## config.mk

```make
export PLATFORM = sky130hd
export DESIGN_NAME = wheel_speed_incremental_pi
export DESIGN_NICKNAME = d
export VERILOG_FILES = /design/src/hdl/wspi_pkg.sv /design/src/hdl/wheel_speed_incremental_pi.sv
export VERILOG_INCLUDE_DIRS = /design/src /design/src/hdl
export SDC_FILE = /design/constraint.sdc
export NUM_CORES = 1
export LEC_CHECK = 0
export ABC_AREA = 1
export BUFFER_PORTS_ARGS = -buffer_cell sky130_fd_sc_hd__buf_2
export CORE_MARGIN = 2
export CORE_UTILIZATION = 50
export DETAILED_ROUTE_END_ITERATION = 10
export PLACE_DENSITY = 0.67
export SYNTH_ARGS = -nofsm -noshare
export SYNTH_HDL_FRONTEND = slang
export SYNTH_SLANG_ARGS = --single-unit
```

## constraint.sdc

```tcl
create_clock -name clock -period 6.4 [get_ports clock]
set_clock_uncertainty 0.05 [all_clocks]
set_input_delay 0.32 -clock clock [delete_from_list [all_inputs] [get_ports clock]]
set_output_delay 0.32 -clock clock [all_outputs]
set_load 0.05 [all_outputs]
```

## src/hdl/assert_macros.svh

```systemverilog
// Assertion helpers shared by the RTL.
`ifndef ASSERT_MACROS_SVH
`define ASSERT_MACROS_SVH
`ifndef NO_ASSERTIONS
`define ASSERT_IMPL(label, clk, rst, ante, cons) \
   label: assert property (@(posedge clk) disable iff (rst) (ante) |-> (cons)) \
      else $error("assertion failed");
`define ASSERT_NEXT(label, clk, rst, ante, cons) \
   label: assert property (@(posedge clk) disable iff (rst) (ante) |=> (cons)) \
      else $error("assertion failed");
`else
`define ASSERT_IMPL(label, clk, rst, ante, cons)
`define ASSERT_NEXT(label, clk, rst, ante, cons)
`endif
`endif

```

## src/hdl/wspi_pkg.sv

```systemverilog
`default_nettype none
package wspi_pkg;

   localparam int SPEED_CAP  = 3400;
   localparam int SLEW_LIMIT = 300;
   localparam int ERR_CAP    = 800;
   localparam int SEP_LIMIT  = 300;
   localparam int OUT_CAP    = 6000 * 256;
   localparam int OUT_FLOOR  = -32768 * 256;

   localparam int COUNT_W  = 11;
   localparam int SCALE_W  = 16;
   localparam int TARGET_W = 12;
   localparam int OUT_W    = 16;
   localparam int REQ_W    = 32;
   localparam int RSP_W    = 48;
   localparam int CSR_IDX_W = 3;

   // digit-serial multiplier: signed multiplicand, unsigned 16-bit multiplier
   localparam int MCAND_W    = 18;
   localparam int DIGIT_W    = 4;
   localparam int NUM_DIGITS = SCALE_W / DIGIT_W;
   localparam int DCNT_W     = $clog2(NUM_DIGITS);
   localparam int PP_W       = MCAND_W + DIGIT_W + 1;
   localparam int STEP_W     = MCAND_W + DIGIT_W;
   localparam int PROD_W     = MCAND_W + SCALE_W;

   localparam logic [CSR_IDX_W-1:0] REG_TARGET      = 3'd0;
   localparam logic [CSR_IDX_W-1:0] REG_LEFT_SCALE  = 3'd1;
   localparam logic [CSR_IDX_W-1:0] REG_RIGHT_SCALE = 3'd2;
   localparam logic [CSR_IDX_W-1:0] REG_PROP_GAIN   = 3'd3;
   localparam logic [CSR_IDX_W-1:0] REG_INTEG_GAIN  = 3'd4;

   localparam logic [TARGET_W-1:0] TARGET_RESET = 12'd2800;
   localparam logic [SCALE_W-1:0]  SCALE_RESET  = 16'd2255;
   localparam logic [SCALE_W-1:0]  PROP_RESET   = 16'd410;
   localparam logic [SCALE_W-1:0]  INTEG_RESET  = 16'd0;

   typedef enum logic [13:0] {
      ST_IDLE  = 14'b00000000000001,
      ST_MUL_L = 14'b00000000000010,
      ST_LW    = 14'b00000000000100,
      ST_MUL_R = 14'b00000000001000,
      ST_RW    = 14'b00000000010000,
      ST_AVG   = 14'b00000000100000,
      ST_SLEW  = 14'b00000001000000,
      ST_ERR   = 14'b00000010000000,
      ST_PLOAD = 14'b00000100000000,
      ST_MUL_P = 14'b00001000000000,
      ST_PT    = 14'b00010000000000,
      ST_MUL_I = 14'b00100000000000,
      ST_IT    = 14'b01000000000000,
      ST_ACC   = 14'b10000000000000
   } state_type;

endpackage
`default_nettype wire

```

## src/hdl/wheel_speed_incremental_pi.sv

```systemverilog
// Channel  Dir  Handshake               Payload
// req      in   req_tvalid/req_tready   req_tdata[31:0]  one control tick
// rsp      out  rsp_tvalid/rsp_tready   rsp_tdata[47:0]  one result per tick
// csr      in   csr_wr_en               csr_index[2:0], csr_wdata[15:0]
//
// An item is accepted only in the idle state; its four products (two wheel
// scalings, P and I terms) run one after another through a single multiplier
// that takes a 4-bit digit per cycle.
// Synchronous active-high reset restores register defaults and clears state.
// A result waits in the output register; the next item is taken meanwhile and
// stalls only in its final cycle until the previous result is taken.
`default_nettype none
`include "assert_macros.svh"

module wheel_speed_incremental_pi (
   input  wire logic        clock,
   input  wire logic        reset,
   input  wire logic        req_tvalid,
   output logic             req_tready,
   // [10:0] left_count, [11] left_forward, [22:12] right_count,
   // [23] right_reverse, [24] speed_enable, [25] run_enable, [31:26] zero
   input  wire logic [31:0] req_tdata,
   output logic             rsp_tvalid,
   input  wire logic        rsp_tready,
   // [15:0] drive_out, [31:16] smoothed_speed, [47:32] clamped_error
   output logic [47:0]      rsp_tdata,
   input  wire logic        csr_wr_en,
   input  wire logic [2:0]  csr_index,
   input  wire logic [15:0] csr_wdata
);

   localparam int MW = wspi_pkg::MCAND_W;
   localparam int DW = wspi_pkg::DIGIT_W;
   localparam int SW = wspi_pkg::SCALE_W;
   localparam int CW = wspi_pkg::COUNT_W;

   wspi_pkg::state_type state_ff, state_in;

   logic [wspi_pkg::TARGET_W-1:0] target_ff;
   logic [SW-1:0] left_scale_ff, right_scale_ff, prop_gain_ff, integ_gain_ff;

   logic [wspi_pkg::DCNT_W-1:0] digit_ff, digit_in;
   logic signed [MW-1:0] mcand_ff, mcand_in;
   logic [SW-1:0]        mplier_ff, mplier_in;
   logic signed [MW-1:0] phi_ff, phi_in;
   logic [SW-1:0]        plo_ff, plo_in;

   logic [CW-1:0] rc_ff, rc_in;
   logic          rrev_ff, rrev_in;
   logic          ien_ff, ien_in;
   logic          iuse_ff, iuse_in;

   logic signed [15:0] lw_ff, lw_in, rw_ff, rw_in, avg_ff, avg_in;
   logic signed [15:0] filt_ff, filt_in;
   logic signed [16:0] hist0_ff, hist0_in, hist1_ff, hist1_in, cerr_ff, cerr_in;
   logic signed [wspi_pkg::PROD_W-1:0] pterm_ff, pterm_in;
   logic signed [25:0] iterm_ff, iterm_in;
   logic signed [35:0] sum1_ff, sum1_in;
   logic signed [23:0] accum_ff, accum_in;

   logic        rsp_tvalid_ff, rsp_tvalid_in;
   logic [47:0] rsp_tdata_ff, rsp_tdata_in;

   logic [DW-1:0]                      digit;
   logic signed [wspi_pkg::PP_W-1:0]   pp;
   logic signed [wspi_pkg::STEP_W-1:0] step_sum;
   logic signed [wspi_pkg::PROD_W-1:0] product;
   logic signed [25:0] prod_shift;
   logic signed [16:0] wsum, sdiff, err;
   logic signed [35:0] sum2;
   logic [MW-1:0]      lcnt_ext, rcnt_ext;

   logic               in_acc, acc_stall, in_slew, slew_ok;
   logic signed [16:0] slew_delta;

   function automatic logic signed [15:0] wheel_cap(input logic signed [25:0] v);
      if (v > wspi_pkg::SPEED_CAP) begin
         return 16'(wspi_pkg::SPEED_CAP);
      end else if (v < -32768) begin
         return -16'sd32768;
      end else begin
         return v[15:0];
      end
   endfunction

   assign req_tready = (state_ff == wspi_pkg::ST_IDLE);
   assign rsp_tvalid = rsp_tvalid_ff;
   assign rsp_tdata  = rsp_tdata_ff;

   assign digit      = mplier_ff[DW-1:0];
   assign pp         = {{(wspi_pkg::PP_W-MW){mcand_ff[MW-1]}}, mcand_ff}
                       * {{(wspi_pkg::PP_W-DW){1'b0}}, digit};
   assign step_sum   = {{DW{phi_ff[MW-1]}}, phi_ff} + pp[wspi_pkg::STEP_W-1:0];
   assign product    = {phi_ff, plo_ff};
   assign prod_shift = product[wspi_pkg::PROD_W-1:8];
   assign lcnt_ext   = {{(MW-CW){1'b0}}, req_tdata[10:0]};
   assign rcnt_ext   = {{(MW-CW){1'b0}}, rc_ff};
   assign wsum       = {lw_ff[15], lw_ff} + {rw_ff[15], rw_ff};
   assign sdiff      = {avg_ff[15], avg_ff} - {filt_ff[15], filt_ff};
   assign err        = $signed({5'b0, target_ff}) - {filt_ff[15], filt_ff};
   assign sum2       = sum1_ff + {{10{iterm_ff[25]}}, iterm_ff};

   assign in_acc     = (state_ff == wspi_pkg::ST_ACC);
   assign acc_stall  = in_acc && rsp_tvalid_ff && !rsp_tready;
   assign in_slew    = (state_ff == wspi_pkg::ST_SLEW);
   assign slew_delta = {filt_in[15], filt_in} - {filt_ff[15], filt_ff};
   assign slew_ok    = (slew_delta <= wspi_pkg::SLEW_LIMIT)
                       && (slew_delta >= -wspi_pkg::SLEW_LIMIT);

   always_comb begin
      state_in      = state_ff;
      digit_in      = digit_ff;
      mcand_in      = mcand_ff;
      mplier_in     = mplier_ff;
      phi_in        = phi_ff;
      plo_in        = plo_ff;
      rc_in         = rc_ff;
      rrev_in       = rrev_ff;
      ien_in        = ien_ff;
      iuse_in       = iuse_ff;
      lw_in         = lw_ff;
      rw_in         = rw_ff;
      avg_in        = avg_ff;
      filt_in       = filt_ff;
      hist0_in      = hist0_ff;
      hist1_in      = hist1_ff;
      cerr_in       = cerr_ff;
      pterm_in      = pterm_ff;
      iterm_in      = iterm_ff;
      sum1_in       = sum1_ff;
      accum_in      = accum_ff;
      rsp_tdata_in  = rsp_tdata_ff;
      rsp_tvalid_in = rsp_tvalid_ff && !rsp_tready;

      case (state_ff)
         wspi_pkg::ST_IDLE: begin
            if (req_tvalid) begin
               mcand_in  = req_tdata[11] ? lcnt_ext : -lcnt_ext;
               mplier_in = left_scale_ff;
               phi_in    = '0;
               digit_in  = '0;
               rc_in     = req_tdata[22:12];
               rrev_in   = req_tdata[23];
               ien_in    = req_tdata[24] && req_tdata[25];
               state_in  = wspi_pkg::ST_MUL_L;
            end
         end
         wspi_pkg::ST_MUL_L, wspi_pkg::ST_MUL_R, wspi_pkg::ST_MUL_P,
         wspi_pkg::ST_MUL_I: begin
            phi_in    = step_sum[wspi_pkg::STEP_W-1:DW];
            plo_in    = {step_sum[DW-1:0], plo_ff[SW-1:DW]};
            mplier_in = mplier_ff >> DW;
            digit_in  = digit_ff + wspi_pkg::DCNT_W'(1);
            if (digit_ff == wspi_pkg::DCNT_W'(wspi_pkg::NUM_DIGITS - 1)) begin
               case (state_ff)
                  wspi_pkg::ST_MUL_L: state_in = wspi_pkg::ST_LW;
                  wspi_pkg::ST_MUL_R: state_in = wspi_pkg::ST_RW;
                  wspi_pkg::ST_MUL_P: state_in = wspi_pkg::ST_PT;
                  default:            state_in = wspi_pkg::ST_IT;
               endcase
            end
         end
         wspi_pkg::ST_LW: begin
            lw_in     = wheel_cap(prod_shift);
            mcand_in  = rrev_ff ? -rcnt_ext : rcnt_ext;
            mplier_in = right_scale_ff;
            phi_in    = '0;
            digit_in  = '0;
            state_in  = wspi_pkg::ST_MUL_R;
         end
         wspi_pkg::ST_RW: begin
            rw_in    = wheel_cap(prod_shift);
            state_in = wspi_pkg::ST_AVG;
         end
         wspi_pkg::ST_AVG: begin
            avg_in   = wsum[16:1];
            state_in = wspi_pkg::ST_SLEW;
         end
         wspi_pkg::ST_SLEW: begin
            if (sdiff > wspi_pkg::SLEW_LIMIT) begin
               filt_in = filt_ff + 16'(wspi_pkg::SLEW_LIMIT);
            end else if (sdiff < -wspi_pkg::SLEW_LIMIT) begin
               filt_in = filt_ff - 16'(wspi_pkg::SLEW_LIMIT);
            end else begin
               filt_in = avg_ff;
            end
            state_in = wspi_pkg::ST_ERR;
         end
         wspi_pkg::ST_ERR: begin
            hist1_in = hist0_ff;
            hist0_in = err;
            cerr_in  = (err > wspi_pkg::ERR_CAP) ? 17'(wspi_pkg::ERR_CAP) : err;
            state_in = wspi_pkg::ST_PLOAD;
         end
         wspi_pkg::ST_PLOAD: begin
            mcand_in  = {hist0_ff[16], hist0_ff} - {hist1_ff[16], hist1_ff};
            mplier_in = prop_gain_ff;
            phi_in    = '0;
            digit_in  = '0;
            state_in  = wspi_pkg::ST_MUL_P;
         end
         wspi_pkg::ST_PT: begin
            pterm_in  = product;
            mcand_in  = {cerr_ff[16], cerr_ff};
            mplier_in = integ_gain_ff;
            phi_in    = '0;
            digit_in  = '0;
            iuse_in   = ien_ff && (cerr_ff >= -wspi_pkg::SEP_LIMIT)
                        && (cerr_ff <= wspi_pkg::SEP_LIMIT);
            state_in  = wspi_pkg::ST_MUL_I;
         end
         wspi_pkg::ST_IT: begin
            iterm_in = iuse_ff ? prod_shift : '0;
            sum1_in  = {{12{accum_ff[23]}}, accum_ff} + {{2{pterm_ff[33]}}, pterm_ff};
            state_in = wspi_pkg::ST_ACC;
         end
         wspi_pkg::ST_ACC: begin
            if (!rsp_tvalid_ff || rsp_tready) begin
               if (sum2 > wspi_pkg::OUT_CAP) begin
                  accum_in = 24'(wspi_pkg::OUT_CAP);
               end else if (sum2 < wspi_pkg::OUT_FLOOR) begin
                  accum_in = 24'(wspi_pkg::OUT_FLOOR);
               end else begin
                  accum_in = sum2[23:0];
               end
               rsp_tdata_in  = {cerr_ff[15:0], filt_ff, accum_in[23:8]};
               rsp_tvalid_in = 1'b1;
               state_in      = wspi_pkg::ST_IDLE;
            end
         end
         default: begin
            state_in = wspi_pkg::ST_IDLE;
         end
      endcase
   end

   always_ff @(posedge clock) begin
      if (reset) begin
         state_ff       <= wspi_pkg::ST_IDLE;
         digit_ff       <= '0;
         rsp_tvalid_ff  <= 1'b0;
         filt_ff        <= '0;
         hist0_ff       <= '0;
         hist1_ff       <= '0;
         accum_ff       <= '0;
         target_ff      <= wspi_pkg::TARGET_RESET;
         left_scale_ff  <= wspi_pkg::SCALE_RESET;
         right_scale_ff <= wspi_pkg::SCALE_RESET;
         prop_gain_ff   <= wspi_pkg::PROP_RESET;
         integ_gain_ff  <= wspi_pkg::INTEG_RESET;
      end else begin
         state_ff      <= state_in;
         digit_ff      <= digit_in;
         rsp_tvalid_ff <= rsp_tvalid_in;
         filt_ff       <= filt_in;
         hist0_ff      <= hist0_in;
         hist1_ff      <= hist1_in;
         accum_ff      <= accum_in;
         if (csr_wr_en) begin
            case (csr_index)
               wspi_pkg::REG_TARGET:      target_ff      <= csr_wdata[11:0];
               wspi_pkg::REG_LEFT_SCALE:  left_scale_ff  <= csr_wdata;
               wspi_pkg::REG_RIGHT_SCALE: right_scale_ff <= csr_wdata;
               wspi_pkg::REG_PROP_GAIN:   prop_gain_ff   <= csr_wdata;
               wspi_pkg::REG_INTEG_GAIN:  integ_gain_ff  <= csr_wdata;
               default: ;
            endcase
         end
      end
   end

   always_ff @(posedge clock) begin
      mcand_ff     <= mcand_in;
      mplier_ff    <= mplier_in;
      phi_ff       <= phi_in;
      plo_ff       <= plo_in;
      rc_ff        <= rc_in;
      rrev_ff      <= rrev_in;
      ien_ff       <= ien_in;
      iuse_ff      <= iuse_in;
      lw_ff        <= lw_in;
      rw_ff        <= rw_in;
      avg_ff       <= avg_in;
      cerr_ff      <= cerr_in;
      pterm_ff     <= pterm_in;
      iterm_ff     <= iterm_in;
      sum1_ff      <= sum1_in;
      rsp_tdata_ff <= rsp_tdata_in;
   end

   `ASSERT_IMPL(a_idle_digit, clock, reset, req_tready, digit_ff == '0)
   `ASSERT_NEXT(a_acc_hold, clock, reset, acc_stall, $stable(accum_ff) && in_acc)
   `ASSERT_IMPL(a_slew, clock, reset, in_slew, slew_ok)

endmodule
`default_nettype wire
```

# After elaboration in Yosys (flattened, before gate mapping)
# Index checks and enable logic that the tools add are counted.
word_totals:
  register_bits: 458
  input_bits: 56
  output_inout_bits: 50
  elab_cells: 119
op_classes:
  add_sub_neg: 12
  multipliers: 1
  order_cmp: 9
  eq_ne: 22
  n_mux: 23
  reduce_logical: 24
ops:
  columns: ["op", "n"]
  rows:
  - ["14-bit case mux with 11 select lines", 1]
  - ["16-bit 2-to-1 mux", 5]
  - ["16-bit case mux with 5 select lines", 1]
  - ["18-bit 2-to-1 mux", 4]
  - ["18-bit case mux with 4 select lines", 1]
  - ["18-bit case mux with 3 select lines", 1]
  - ["24-bit 2-to-1 mux", 2]
  - ["14-bit 2-to-1 mux", 3]
  - ["13-bit case mux with 3 select lines", 1]
  - ["36-bit adder", 1]
  - ["36-bit by 22-bit greater-than comparator with 1-bit output (second input constant)", 1]
  - ["36-bit by 24-bit < comparator with 1-bit output (second input constant)", 1]
  - ["11-bit negator with 18-bit output", 2]
  - ["24-bit by 34-bit adder with 35-bit output", 1]
  - ["26-bit by 13-bit greater-than comparator with 1-bit output (second input constant)", 1]
  - ["26-bit by 16-bit < comparator with 1-bit output (second input constant)", 1]
  - ["22-bit adder", 1]
  - ["18-bit by 5-bit multiplier with 22-bit output", 1]
  - ["2-bit AND reduction", 10]
  - ["17-bit by 17-bit subtractor with 18-bit output", 1]
  - ["16-bit by 16-bit adder with 17-bit output", 1]
  - ["17-bit by 10-bit >= comparator with 1-bit output (second input constant)", 1]
  - ["17-bit by 10-bit greater-than comparator with 1-bit output (second input constant)", 1]
  - ["17-bit by 11-bit greater-than comparator with 1-bit output (second input constant)", 1]
  - ["40 further kinds", 47]

# Depth between registers and ports, before layout
depth:
  word_depth: 4
  depth_mapped: 24
  mapped_depth_nobuf: 23

# Least setup slack after synthesis
# Ideal clock, no wire load.
synth_path:
  kind: "reg2reg"
  start: "register mplier_ff[0]"
  end: "register phi_ff[15] (data pin)"
  setup_time_ns: 0.253
  arrival_time_ns: 4.155
  required_ns: 6.097
  slack_ns: 1.942
  stages_incl_launch_ff: 22
  path_buffers: 2
  period_less_slack_ns: 4.458
  cell_sequence: "edfxtp_1 > clkbuf_1 > clkbuf_1 > nand2_1 > inv_1 > fa_1 > inv_1 > fa_1 > fa_1 > inv_1 > ha_1 > nand3_1 > nand2_1 > a21oi_1 > o21ai_0 > a21oi_1 > o21ai_0 > a31oi_1 > o21ai_0 > nand2_1 > nand2_1 > nor2_1"
synth_between:
  elab_chain_len: 3
synth_rtl:
  columns: ["item", "line", "text"]
  rows:
  - ["start: declaration", "wheel_speed_incremental_pi.sv:44", "logic [SW-1:0] mplier_ff, mplier_in;"]
  - ["start signal: assignment", "wheel_speed_incremental_pi.sv:274", "mplier_ff <= mplier_in;"]
  - ["18-bit by 5-bit multiplier with 22-bit output", "wheel_speed_incremental_pi.sv:92", "* {{(wspi_pkg::PP_W-DW){1'b0}}, digit};"]
  - ["22-bit adder", "wheel_speed_incremental_pi.sv:93", "assign step_sum = {{DW{phi_ff[MW-1]}}, phi_ff} + pp[wspi_pkg::STEP_W-1:0];"]
  - ["18-bit case mux with 3 select lines", "wheel_speed_incremental_pi.sv:135", "case (state_ff)"]
  - ["end signal: assignment", "wheel_speed_incremental_pi.sv:275", "phi_ff <= phi_in;"]
  - ["end: declaration", "wheel_speed_incremental_pi.sv:45", "logic signed [MW-1:0] phi_ff, phi_in;"]
# Every way passes these cells.
# A chain may end at the register's enable or synchronous reset.

# Final worst setup path
layout_path:
  start: "register mplier_ff[1]"
  end: "register phi_ff[15] (data pin)"
# Same word-level chain as after synthesis.

==> summary.md <==
| Metric | Value |
|---|---|
| Clock period minus worst slack | `4880 ps` |
| Starting DRC count in detailed routing | `1594` |
| YS warnings | `0` |
| Mapped Area | `29010 um2` |
| Grt ovf | `0` |
| Die area | `59960 um2` |
| Row count | `88` |
| Worst slew pin tran | `1113 ps` |
| Worst path required time | `6690 ps` |
| R2r startpoint | `mplier_ff[1]` |
| Via count | `24040` |
| Number of enable flip-flop cells after synthesis | `290` |
| Avg Synthesized Cell Area | `7.949 um2` |
| CTS clk-pin slew, worst paths | `60 ps` |
| Reg2reg end | `phi_ff[15]` |
| CTS max path bufs | `3` |
| Crit Path Category | `reg -> reg` |
| Top Ports | `106` |
| CTS root buffer | `clkbuf_16` |
| Antenna diode count | `0` |
| Post-synth ARST share | `0` |
| Yosys reg bits | `457` |
| I/O Buffers | `99` |
| Total CTS buffers | `52` |
| Slew HR | `0.2558` |
| Count of final hold-check violations | `0` |
| Tcrit/Tclk final | `0.7625` |
| Synth top area share | `0.3002` |
| RSZ-0062 raised after global routing | `no` |
| Vias in the first global route | `23180` |
| Largest net degree at the start of global routing | `103` |
| Initial antenna violation count | `0` |
| Critical path origin | `mplier_ff[1]` |
| CTS resizes | `0` |
| First-pass GRT wire length | `120700 um` |
| Post-route setup TNS | `0 ps` |
| CTS Sinks | `457` |
| Placed cells | `4450` |
| Die width | `244.9 um` |
| Hold crit path type | `in -> reg` |
| # setup viols final | `0` |
| Total Wirelength | `75310 um` |
| Leakage | `15.19 nW` |
| Area delta synth->final | `11.34%` |
| Final cell count without fillers | `4578` |
| Hold Slack | `128.8 ps` |
| Syn nets | `3941` |
| Critical Path End Type | `flop` |
| Placer Congestion | `0.9721` |
| CP Launch Type | `flop` |
| Average wire per standard cell | `16.45 um` |
| H-tree levels | `2` |
| Vias/cell | `5.251` |
| CTS tree | `built` |
| Worst Path Arrival | `5170 ps` |
| Cell Pwr Density | `468.6 nW/um2` |
| Total GRT Usage | `0.2532` |
| Top post-synthesis cells by area | `edfxtp_1, nand2_1, dfxtp_1` |
| DRT Pass-1 Iters | `5` |
| Max VDD drop | `0.6005 mV` |
| Fmax | `204.9 MHz` |
| Synthesized instance count | `3649` |
| Pins Over Slew Limit | `0` |
| Dominant cell type by area after synthesis | `edfxtp_1` |
| Layout cells sized above 1 | `0.06976` |
| Primary FF master, synth | `edfxtp_1` |
| Outcome | `complete, no violations` |
| Die Y | `244.9 um` |
| R2r setup slk | `1520 ps` |
| Initial core utilization | `0.5047` |
| Critical path fanouts, max | `18` |
| Core footprint | `57480 um2` |
| Synth cell types | `63` |
| Setup bufs post-CTS | `0` |
| MaxCap Viol Count | `0` |
| FF-to-FF path depth | `18` |
| Post-route ant nets | `0` |
| Post-synthesis sequential area ratio | `0.4155` |
| Worst skew pair latency | `610 ps` |
| # hold bufs at CTS | `31` |
| Worst setup endpoint | `phi_ff[15]` |
| Final nets | `4062` |
| Post-DP HPWL | `56770 um` |
| DRC Markers | `0` |
| Hold Path Origin | `req_tvalid` |
-- worst min path at each step --
stage                       end  slack [ps]  depth (start not counted)
global placement    pterm_ff[3]         350                          0
finish              state_ff[0]         130                          4
detailed placement  pterm_ff[0]         360                          0
global route        state_ff[0]         160                          4
floorplan           pterm_ff[0]         350                          0
CTS                 state_ff[0]          90                          4
-- power breakdown --
part	total, mW	internal [mW]	switching (mW)
combinational	8.17	2.93	5.25
clock	3.00	1.72	1.28
sequential	3.96	3.63	0.334
total	15.1	8.28	6.86
-- routing by layer --
layer | wire length [um] | GRT usage
met1 | 32570 | 0.3197
met2 | 36290 | 0.4408
met3 | 3612 | 0.03171
met4 | 2832 | 0.09989
met5 | 0 | 0
-- cells in the final DEF (no fill, tap or decap), types with 54 or more instances in the layout --
master     Yosys  routed
nand2_1      898     898
inv_1        605     603
nor2_1       307     307
edfxtp_1     290     290
a21oi_1      233     233
o21ai_0      197     197
nand3_1      182     182
ha_1         176     176
dfxtp_1      167     167
buf_2          9      99
xor2_1        83      83
fa_1          60      60
clkbuf_16      0      54
-- cells in the mapped netlist (55+ instances only) --
library cell,count
a21oi_1,233
inv_1,605
xor2_1,83
ha_1,176
fa_1,60
nor2_1,307
nand2_1,898
edfxtp_1,290
clkbuf_1,55
o21ai_0,197
dfxtp_1,167
nand3_1,182
-- cell families (layout without fill, tap and decap cells) --
family                   count (synthesis)  count (layout)  share of synthesized area
AO/OA/AOI/OAI                          573             573                     0.1114
XOR/XNOR                               124             124                    0.03770
adder cells (fa/ha/maj)                236             236                     0.1173
buffers and inverters                  697             861                    0.09214
flip-flops                             457             457                     0.4155
AND/OR/NAND/NOR                       1562            1562                     0.2260
-- state kept, by name (all words and copies together) (netlist names), 17 cells and up --
register / count
cerr_ff: 17
accum_ff: 24
hist1_ff: 17
mcand_ff: 18
sum1_ff: 35
hist0_ff: 17
pterm_ff: 34
rsp_tdata: 48
phi_ff: 18
iterm_ff: 26
-- through the flow --
| stage | util | instance area, um2 | power [mW] | setup WS (ps) |
|---|---|---|---|---|
| finish | 0.5619 | 32300 | 15.13 | 1520 |
| global route | 0.5619 | 32300 | 16.66 | 1204 |
| CTS | 0.5619 | 32300 | 15.17 | 1474 |
| detailed placement | 0.5263 | 30250 | 12.12 | 1511 |
| global placement | 0.5263 | 30250 | 12.04 | 1584 |
| floorplan | - | 29010 | 10.24 | 1942 |
-- area by class of cell --
type | instances | area, um2
Clock buffer | 62 | 1421
Clock inverter | 35 | 315.3
Fill cell | 5451 | 25180
Inverter | 619 | 2327
Multi-Input combinational cell | 2495 | 14310
Sequential cell | 457 | 12050
Tap cell | 765 | 957.2
Timing Repair Buffer | 145 | 918.4
-- worst max-delay path: stages (launching register included) --
cell and delay (ps):
edfxtp_1 660, nand2_1 140, inv_1 60, fa_1 500, inv_1 50, fa_1 460
fa_1 540, inv_1 40, ha_1 350, a21oi_1 170, nand2_1 130, a21oi_1 270
o21ai_0 180, a21oi_1 250, o21ai_0 170, a31oi_1 260, o21ai_0 150, nor2_1 120
nor2_1 60
No activity file was read; power rests on OpenSTA's default activity.
